$ cat src/hw/rtl/wsf_pkg.sv
// shared types, constants and helper functions of the framed word serializer
`default_nettype none

package wsf_pkg;

  // input commands carried on tuser
  typedef enum logic [1:0] {
    CMD_START  = 2'd0,
    CMD_WORD   = 2'd1,
    CMD_FINISH = 2'd2,
    CMD_NONE   = 2'd3
  } cmd_e;

  // what the back end does with the crc while it sends an entry
  typedef enum logic [1:0] {
    OP_PLAIN = 2'd0,
    OP_SEED  = 2'd1,
    OP_FOLD  = 2'd2,
    OP_CRC   = 2'd3
  } op_e;

  // configuration register indexes
  localparam logic CFG_MODE = 1'b0;
  localparam logic CFG_SEED = 1'b1;

  localparam logic MODE_HEX = 1'b0;
  localparam logic MODE_BIN = 1'b1;

  localparam int unsigned QueueDepth = 2;
  localparam int unsigned EntryBytes = 5;
  localparam int unsigned IdxW       = 3;

  localparam logic [7:0]  HDR_MARK_BYTE = 8'hC0;
  localparam logic [7:0]  HEX_SPACE     = 8'h20;
  localparam logic [15:0] CRC_POLY      = 16'h1021;

  typedef struct packed {
    op_e                        op;
    logic [EntryBytes-1:0][7:0] bytes;
    logic [IdxW-1:0]            last_idx;
  } entry_t;

  // uppercase ascii hex digit
  function automatic logic [7:0] hex_char(input logic [3:0] nib);
    logic [7:0] n;
    n = {4'h0, nib};
    return (nib < 4'd10) ? (8'h30 + n) : (8'h37 + n);
  endfunction

  // one byte of crc-16-ccitt, msb first
  function automatic logic [15:0] crc_byte(input logic [15:0] crc_in, input logic [7:0] b);
    logic [15:0] c;
    c = crc_in ^ {b, 8'h00};
    for (int i = 0; i < 8; i++) begin
      c = c[15] ? ({c[14:0], 1'b0} ^ CRC_POLY) : {c[14:0], 1'b0};
    end
    return c;
  endfunction

endpackage

`default_nettype wire

$ cat src/hw/rtl/word_stream_framer_crc16.sv
// top level of the framed word serializer with crc-16-ccitt
//
// usage:
// - slave stream takes one command beat: tuser is the command (start, word,
//   finish), tdata holds the data word and the total word count
// - master stream gives one byte per beat, tlast on the final byte of a command
// - cfg channel writes output_mode (index 0) and crc_seed (index 1) and is always
//   ready; the user must write it only while the block is idle (not enforced)
// - binary mode: start sends a 3-byte header and loads the seed, word sends
//   two bytes and folds them into the crc, finish sends the crc high first
// - hex mode: word sends four ascii hex digits and a space, others send nothing
// - the first byte of a command passes through the job queue and then the output
//   register before its tvalid rises
// - throughput: one output byte per cycle while the receiver is ready, set by the
//   single byte serializer; a binary word is 2 bytes, a header 3, a hex word 5
// - a job queue of QueueDepth entries sits between classifier and serializer,
//   so the slave side keeps taking beats while the output register waits
// - reset clears mode, seed, crc, queue and output valid
// - a stalled receiver holds the output byte; the queue fills, then tready drops
`default_nettype none

module word_stream_framer_crc16 #(
  parameter int unsigned QueueDepth = wsf_pkg::QueueDepth
) (
  input  wire logic        clk_i,
  input  wire logic        rst_ni,
  // configuration write channel
  input  wire logic        cfg_valid_i,
  output      logic        cfg_ready_o,
  input  wire logic        cfg_index_i,
  input  wire logic [15:0] cfg_data_i,
  // command stream
  input  wire logic        s_axis_tvalid_i,
  output      logic        s_axis_tready_o,
  input  wire logic [39:0] s_axis_tdata_i,  // data_word [15:0], total_words [36:16], zero [39:37]
  input  wire logic [1:0]  s_axis_tuser_i,  // cmd [1:0]
  // byte stream
  output      logic        m_axis_tvalid_o,
  input  wire logic        m_axis_tready_i,
  output      logic [7:0]  m_axis_tdata_o,  // out_byte [7:0]
  output      logic        m_axis_tlast_o   // last_of_run
);
  import wsf_pkg::*;

  logic        s_accept;
  logic        q_push;
  logic        q_full;
  logic        q_valid;
  logic        q_pop;
  entry_t      push_entry;
  entry_t      head_entry;
  logic [15:0] crc_seed;

  assign cfg_ready_o     = 1'b1;
  assign s_axis_tready_o = !q_full;
  assign s_accept        = s_axis_tvalid_i && s_axis_tready_o;

  wsf_front u_front (
    .clk_i         (clk_i),
    .rst_ni        (rst_ni),
    .cfg_valid_i   (cfg_valid_i),
    .cfg_index_i   (cfg_index_i),
    .cfg_data_i    (cfg_data_i),
    .accept_i      (s_accept),
    .cmd_i         (s_axis_tuser_i),
    .data_word_i   (s_axis_tdata_i[15:0]),
    .total_words_i (s_axis_tdata_i[36:16]),
    .push_o        (q_push),
    .entry_o       (push_entry),
    .crc_seed_o    (crc_seed)
  );

  wsf_queue #(
    .Depth (QueueDepth)
  ) u_queue (
    .clk_i        (clk_i),
    .rst_ni       (rst_ni),
    .push_i       (q_push),
    .push_entry_i (push_entry),
    .full_o       (q_full),
    .pop_i        (q_pop),
    .valid_o      (q_valid),
    .head_o       (head_entry)
  );

  wsf_back u_back (
    .clk_i        (clk_i),
    .rst_ni       (rst_ni),
    .head_valid_i (q_valid),
    .head_i       (head_entry),
    .pop_o        (q_pop),
    .crc_seed_i   (crc_seed),
    .m_valid_o    (m_axis_tvalid_o),
    .m_ready_i    (m_axis_tready_i),
    .m_data_o     (m_axis_tdata_o),
    .m_last_o     (m_axis_tlast_o)
  );

`ifndef NO_ASSERTIONS
  a_no_push_when_full : assert property (@(posedge clk_i) disable iff (!rst_ni)
    !(q_push && q_full))
    else $error("job pushed into a full queue");

  a_pop_needs_head : assert property (@(posedge clk_i) disable iff (!rst_ni)
    q_pop |-> q_valid)
    else $error("job popped from an empty queue");

  a_unused_cmd_silent : assert property (@(posedge clk_i) disable iff (!rst_ni)
    (s_accept && (s_axis_tuser_i == CMD_NONE)) |-> !q_push)
    else $error("unused command produced a job");

  a_job_length : assert property (@(posedge clk_i) disable iff (!rst_ni)
    q_push |-> (push_entry.last_idx < IdxW'(EntryBytes)))
    else $error("job longer than the byte buffer");
`endif

endmodule

`default_nettype wire

$ cat src/hw/rtl/wsf_front.sv
// front end: configuration registers and classification of input beats into byte jobs
`default_nettype none

module wsf_front (
  input  wire logic                 clk_i,
  input  wire logic                 rst_ni,
  input  wire logic                 cfg_valid_i,
  input  wire logic                 cfg_index_i,
  input  wire logic [15:0]          cfg_data_i,
  input  wire logic                 accept_i,
  input  wire logic [1:0]           cmd_i,
  input  wire logic [15:0]          data_word_i,
  input  wire logic [20:0]          total_words_i,
  output      logic                 push_o,
  output      wsf_pkg::entry_t      entry_o,
  output      logic [15:0]          crc_seed_o
);
  import wsf_pkg::*;

  logic        mode_q;
  logic [15:0] seed_q;

  always_ff @(posedge clk_i or negedge rst_ni) begin
    if (!rst_ni) begin
      mode_q <= MODE_HEX;
      seed_q <= '0;
    end else if (cfg_valid_i) begin
      unique case (cfg_index_i)
        CFG_MODE: mode_q <= cfg_data_i[0];
        CFG_SEED: seed_q <= cfg_data_i;
        default: ;
      endcase
    end
  end

  assign crc_seed_o = seed_q;

  always_comb begin
    entry_o  = '0;
    push_o   = 1'b0;
    if (mode_q == MODE_BIN) begin
      unique case (cmd_e'(cmd_i))
        CMD_START: begin
          // header: mark bits over twice the word count
          entry_o.op       = OP_SEED;
          entry_o.bytes[0] = HDR_MARK_BYTE | {2'b00, total_words_i[20:15]};
          entry_o.bytes[1] = total_words_i[14:7];
          entry_o.bytes[2] = {total_words_i[6:0], 1'b0};
          entry_o.last_idx = IdxW'(2);
          push_o           = accept_i;
        end
        CMD_WORD: begin
          entry_o.op       = OP_FOLD;
          entry_o.bytes[0] = data_word_i[15:8];
          entry_o.bytes[1] = data_word_i[7:0];
          entry_o.last_idx = IdxW'(1);
          push_o           = accept_i;
        end
        CMD_FINISH: begin
          entry_o.op       = OP_CRC;
          entry_o.last_idx = IdxW'(1);
          push_o           = accept_i;
        end
        default: ;
      endcase
    end else if (cmd_e'(cmd_i) == CMD_WORD) begin
      entry_o.op       = OP_PLAIN;
      entry_o.bytes[0] = hex_char(data_word_i[15:12]);
      entry_o.bytes[1] = hex_char(data_word_i[11:8]);
      entry_o.bytes[2] = hex_char(data_word_i[7:4]);
      entry_o.bytes[3] = hex_char(data_word_i[3:0]);
      entry_o.bytes[4] = HEX_SPACE;
      entry_o.last_idx = IdxW'(4);
      push_o           = accept_i;
    end
  end

endmodule

`default_nettype wire

$ cat src/hw/rtl/wsf_queue.sv
// short job queue between front and back end
`default_nettype none

module wsf_queue #(
  parameter int unsigned Depth = wsf_pkg::QueueDepth
) (
  input  wire logic            clk_i,
  input  wire logic            rst_ni,
  input  wire logic            push_i,
  input  wire wsf_pkg::entry_t push_entry_i,
  output      logic            full_o,
  input  wire logic            pop_i,
  output      logic            valid_o,
  output      wsf_pkg::entry_t head_o
);
  import wsf_pkg::*;

  localparam int unsigned PtrW = (Depth > 1) ? $clog2(Depth) : 1;
  localparam int unsigned CntW = $clog2(Depth + 1);

  entry_t          mem_q [Depth];
  logic [PtrW-1:0] wr_ptr_q, wr_ptr_d;
  logic [PtrW-1:0] rd_ptr_q, rd_ptr_d;
  logic [CntW-1:0] cnt_q, cnt_d;

  assign full_o  = (cnt_q == CntW'(Depth));
  assign valid_o = (cnt_q != '0);
  assign head_o  = mem_q[rd_ptr_q];

  always_comb begin
    wr_ptr_d = wr_ptr_q;
    rd_ptr_d = rd_ptr_q;
    cnt_d    = cnt_q;
    if (push_i) begin
      wr_ptr_d = (wr_ptr_q == PtrW'(Depth - 1)) ? '0 : wr_ptr_q + PtrW'(1);
    end
    if (pop_i) begin
      rd_ptr_d = (rd_ptr_q == PtrW'(Depth - 1)) ? '0 : rd_ptr_q + PtrW'(1);
    end
    unique case ({push_i, pop_i})
      2'b10:   cnt_d = cnt_q + CntW'(1);
      2'b01:   cnt_d = cnt_q - CntW'(1);
      default: cnt_d = cnt_q;
    endcase
  end

  always_ff @(posedge clk_i or negedge rst_ni) begin
    if (!rst_ni) begin
      wr_ptr_q <= '0;
      rd_ptr_q <= '0;
      cnt_q    <= '0;
    end else begin
      wr_ptr_q <= wr_ptr_d;
      rd_ptr_q <= rd_ptr_d;
      cnt_q    <= cnt_d;
    end
  end

  always_ff @(posedge clk_i) begin
    if (push_i) begin
      mem_q[wr_ptr_q] <= push_entry_i;
    end
  end

endmodule

`default_nettype wire

$ cat src/hw/rtl/wsf_back.sv
// back end: byte serializer with running crc and output register
`default_nettype none

module wsf_back (
  input  wire logic            clk_i,
  input  wire logic            rst_ni,
  input  wire logic            head_valid_i,
  input  wire wsf_pkg::entry_t head_i,
  output      logic            pop_o,
  input  wire logic [15:0]     crc_seed_i,
  output      logic            m_valid_o,
  input  wire logic            m_ready_i,
  output      logic [7:0]      m_data_o,
  output      logic            m_last_o
);
  import wsf_pkg::*;

  logic [IdxW-1:0] idx_q, idx_d;
  logic [15:0]     crc_q, crc_d;
  logic            out_valid_q, out_valid_d;
  logic [7:0]      out_data_q;
  logic            out_last_q;
  logic            load;
  logic            at_last;
  logic [7:0]      cur_byte;

  assign load    = head_valid_i && (!out_valid_q || m_ready_i);
  assign at_last = (idx_q == head_i.last_idx);
  assign pop_o   = load && at_last;

  always_comb begin
    if (head_i.op == OP_CRC) begin
      cur_byte = (idx_q == '0) ? crc_q[15:8] : crc_q[7:0];
    end else begin
      cur_byte = head_i.bytes[idx_q];
    end
  end

  always_comb begin
    idx_d       = idx_q;
    crc_d       = crc_q;
    out_valid_d = m_ready_i ? 1'b0 : out_valid_q;
    if (load) begin
      out_valid_d = 1'b1;
      idx_d       = at_last ? '0 : idx_q + IdxW'(1);
      unique case (head_i.op)
        OP_FOLD: crc_d = crc_byte(crc_q, cur_byte);
        OP_SEED: crc_d = at_last ? crc_seed_i : crc_q;
        default: crc_d = crc_q;
      endcase
    end
  end

  always_ff @(posedge clk_i or negedge rst_ni) begin
    if (!rst_ni) begin
      idx_q       <= '0;
      crc_q       <= '0;
      out_valid_q <= 1'b0;
    end else begin
      idx_q       <= idx_d;
      crc_q       <= crc_d;
      out_valid_q <= out_valid_d;
    end
  end

  always_ff @(posedge clk_i) begin
    if (load) begin
      out_data_q <= cur_byte;
      out_last_q <= at_last;
    end
  end

  assign m_valid_o = out_valid_q;
  assign m_data_o  = out_data_q;
  assign m_last_o  = out_last_q;

endmodule

`default_nettype wire
$ cat config.mk
export PLATFORM = sky130hd
export DESIGN_NAME = word_stream_framer_crc16
export DESIGN_NICKNAME = d
export VERILOG_FILES = /design/src/hw/rtl/wsf_pkg.sv /design/src/hw/rtl/word_stream_framer_crc16.sv /design/src/hw/rtl/wsf_front.sv /design/src/hw/rtl/wsf_queue.sv /design/src/hw/rtl/wsf_back.sv
export SDC_FILE = /design/constraint.sdc
export NUM_CORES = 1
export LEC_CHECK = 0
export ABC_CLOCK_PERIOD_IN_PS = 3200
export CORE_MARGIN = 10
export CORE_UTILIZATION = 55
export CTS_BUF_LIST = sky130_fd_sc_hd__clkbuf_4 sky130_fd_sc_hd__clkbuf_8
export CTS_CLUSTER_DIAMETER = 100
export DETAILED_ROUTE_END_ITERATION = 12
export DONT_BUFFER_PORTS = 1
export PLACE_DENSITY = 0.66
export SLEW_MARGIN = 20
export SYNTH_ARGS = -nofsm -noshare
export SYNTH_HDL_FRONTEND = slang
export SYNTH_SLANG_ARGS = --single-unit
$ cat constraint.sdc
create_clock -name clk_i -period 3.2 [get_ports clk_i]
set_clock_uncertainty 0.15 [all_clocks]
set_input_delay 0.16 -clock clk_i [delete_from_list [all_inputs] [get_ports clk_i]]
set_output_delay 0.16 -clock clk_i [all_outputs]
set_load 0.02 [all_outputs]
==> results.ini <==
[outcome]
outcome=complete, but fails checks
violations=negative hold slack

[global_route]
antenna_found_initial=0
grt_max_degree=42
overflow=0
grt_usage_pct=20.1
grt_pass1_wl_um=25400
grt_pass1_vias=4627

[clocking]
cts_buffers=17
clk_latency_ps=440
htreeDepth=4
max-clock-path-buffers=2
cts.sinks=120
clk_pin_slew_ps=70
cts_tree=yes
ctsRootBufferMaster=clkbuf_8

[setup_path]
path_class=reg -> reg
crit_path_max_fanout=29
cp.depth=8
crit_required_ps=3420
critPathMaxStageDelay_ps=540
crit_family=simple AND/OR/NAND/NOR gates
crit_chain=buf_12, mux4_2, nand2b_1, a311o_1, o211ai_1, nor3_1, or4b_1, nand3_1
crit_arrival_ps=3160
cp-start-kind=flip-flop
path_buf_inv=1
crit_slowest_cell=mux4_2
endpoint_kind=flip-flop
reg2reg_depth=8

[logic_synthesis]
synth_cell_types=63
synthFlopType=edfxtp_1
synthArstFlopShare_pct=34.2
synth_top_area_share_pct=38.1
syn_area_sq_mm=0.00623
synth.avg_cell_area_sq_um=11.6
yosys-top-cells-area=edfxtp_1, dfrtp_1, mux2_2
syn_nets=614
synthCells=539
synth_edf_count=79
synth_seq_cells=120
synth_top_area_cell=edfxtp_1
synth_warnings=0
ys_seq_area_share_pct=54.5

[placement]
dp_cells=673
place_area_sq_mm=0.00644
place_hpwl_um=10900
pre_cts_slack_ps=303
portBuffers=0
gp_congestion=0.884

[die]
start_util_pct=56.7
die_area_sq_mm=0.0160
die_height_um=126
num_io_pins=76
core_area_sq_mm=0.0110
die_w_um=126
rows=38

[drt]
wl_per_cell_um=20.8
wl_um=16000
num_vias=4643
drt-initial-drc-count=481
drcViolationCount=0
ant_nets=0
dr.pass1.iters=5
vias_per_cell=6.04

[min_path]
hold_class=in -> reg
min_delay_path_depth=2

[timing]
finalSetupViolCount=0
rsz0062_at_grt=false
hold_viol=2
fin_ws_ps=263
worstMarginPinSlew_ps=790
maxSlewViolCount=0
relSlewSlack_pct=46.8
worst_hold_slack_ps=-6.89
fin_crit_sh_pct=91.8
fmax_ghz=0.340
min_period_ps=2940
setup_tns_ps=0

[power]
p_per_area_mw_per_mm2=905
ir_drop_mv=0.591
leakage_uw=0.00297

[final_layout]
drive_gt1_share_pct=14.8
diodes=0
final_area_sq_mm=0.00752
area_growth_pct=20.7
final_cells=769
fin_nets=691

[run]
maxCapViolations=0

[Yosys cell counts, types with 2 or more instances]
cell      count
a211o_1       2
a211oi_1      4
a21o_1        2
a21oi_1      25
a222oi_1      2
a22o_1        5
a22oi_1      20
a31o_2        2
a31oi_1       6
a32o_1        2
and2_1        5
and3_1       10
buf_2         5
buf_6         2
clkbuf_1     14
clkinv_1      3
dfrtp_1      41
edfxtp_1     79
ha_1         11
inv_1        26
mux2_1        2
mux2_2       25
mux2i_1      20
mux4_2        6
nand2_1      37
nand2b_1      7
nand3_1      12
nor2_1       47
nor2b_1       3
nor3_1        5
o211ai_1      3
o21a_1        5
o21ai_0      22
o21ai_1       9
o21bai_1      3
o22ai_1      14
o311ai_1      2
or4b_1        2
xnor2_1      22
xor2_1        4
[logic make-up (layout without fill, tap and decap cells)]
family,after synthesis,count (layout),share of synthesized area [%]
flops,120,120,54.5
mux,54,54,10.6
buf+inv,53,143,3.61
simple gates,134,134,10.0
compound gates,139,139,15.0
xor+xnor,27,27,3.92
other cells,1,1,0.0602
fa+ha+maj,11,11,2.21
[per-stage QoR]
stage                     power [uW]  util [%]
after global routing            7200      68.5
after global placement          5210      58.6
final                           6810      68.5
after CTS                       6800      68.5
after floorplan                 4490         -
after detailed placement        5250      58.6
[worst paths after layout]
path | startpoint | endpoint | slack (ps)
min reg2reg | u_front.crc_seed_o[15] | u_front.crc_seed_o[15] | 360
max | u_queue.rd_ptr_q | u_back.crc_q[6] | 260
min | s_axis_tdata_i[29] | u_queue.mem_q[0][17] | -7
max reg2reg | u_queue.rd_ptr_q | u_back.crc_q[6] | 260
max in group asynchronous | rst_ni | u_front.crc_seed_o[0] | 2660
min in group asynchronous | rst_ni | u_back.idx_q[2] | 10
[state kept, by name, indices dropped and copies added (netlist names)]
name                flops
u_queue.mem_q          70
u_back.crc_q           16
u_front.crc_seed_o     16
u_back.m_data_o         8
u_back.idx_q            3
u_queue.cnt_q           2
u_back.m_last_o         1
u_back.m_valid_o        1
u_front.mode_q          1
u_queue.rd_ptr_q        1
u_queue.wr_ptr_q        1
[layout make-up]
class	instances	area (sq um)
clock inverters	14	180
clock buffers	18	248
fillers	793	3460
flip-flops and latches	120	3400
well taps	140	175
multi-input cells	366	2610
inverters	29	109
repair buffers	82	798
[cells in the final DEF, fill, tap and decap left out, types with 3 or more instances in the layout]
master | netlist | layout
o21a_1 | 5 | 5
and3_1 | 10 | 10
a22oi_1 | 20 | 20
mux4_2 | 6 | 6
mux2_2 | 25 | 25
ha_1 | 11 | 11
bufinv_16 | 0 | 4
clkinv_2 | 0 | 4
buf_4 | 1 | 17
clkbuf_8 | 0 | 18
dfrtp_1 | 41 | 41
mux2i_1 | 20 | 20
clkinv_1 | 3 | 5
inv_1 | 26 | 26
nand2b_1 | 7 | 7
a211oi_1 | 4 | 4
o21ai_0 | 22 | 22
o22ai_1 | 14 | 14
dlygate4sd3_1 | 0 | 63
nand3_1 | 12 | 12
a22o_1 | 5 | 5
xor2_1 | 4 | 4
a31oi_1 | 6 | 6
o211ai_1 | 3 | 3
xnor2_1 | 22 | 22
nor3_1 | 5 | 5
o21ai_1 | 9 | 9
nor2_1 | 47 | 45
a21oi_1 | 25 | 25
o21bai_1 | 3 | 3
edfxtp_1 | 79 | 79
and2_1 | 5 | 5
nand2_1 | 37 | 37
[where the power goes]
group          internal (uW)  switching (uW)
clock                    859             601
sequential              2100             367
combinational           1280            1600
[repair_timing]
| action | 4_1_cts | 5_1_grt |
|---|---|---|
| gates resized for setup | 0 | 1 |
| hold buffers | 64 | 0 |
| buffers inserted | 0 | 0 |
| endpoints found under the hold margin | 116 | 0 |
| endpoints found under the setup margin | 0 | 1 |
[metal layers]
layer  global-route usage, %  share of wire (%)  up-vias
met3                    5.79                8.1       26
met5                       0                  0        -
met1                    27.1                 44     2249
met2                    30.2                 46      198
met4                    7.17                1.9        0
li1                        -                  -     2170
(Power assumes the default switching activity.)
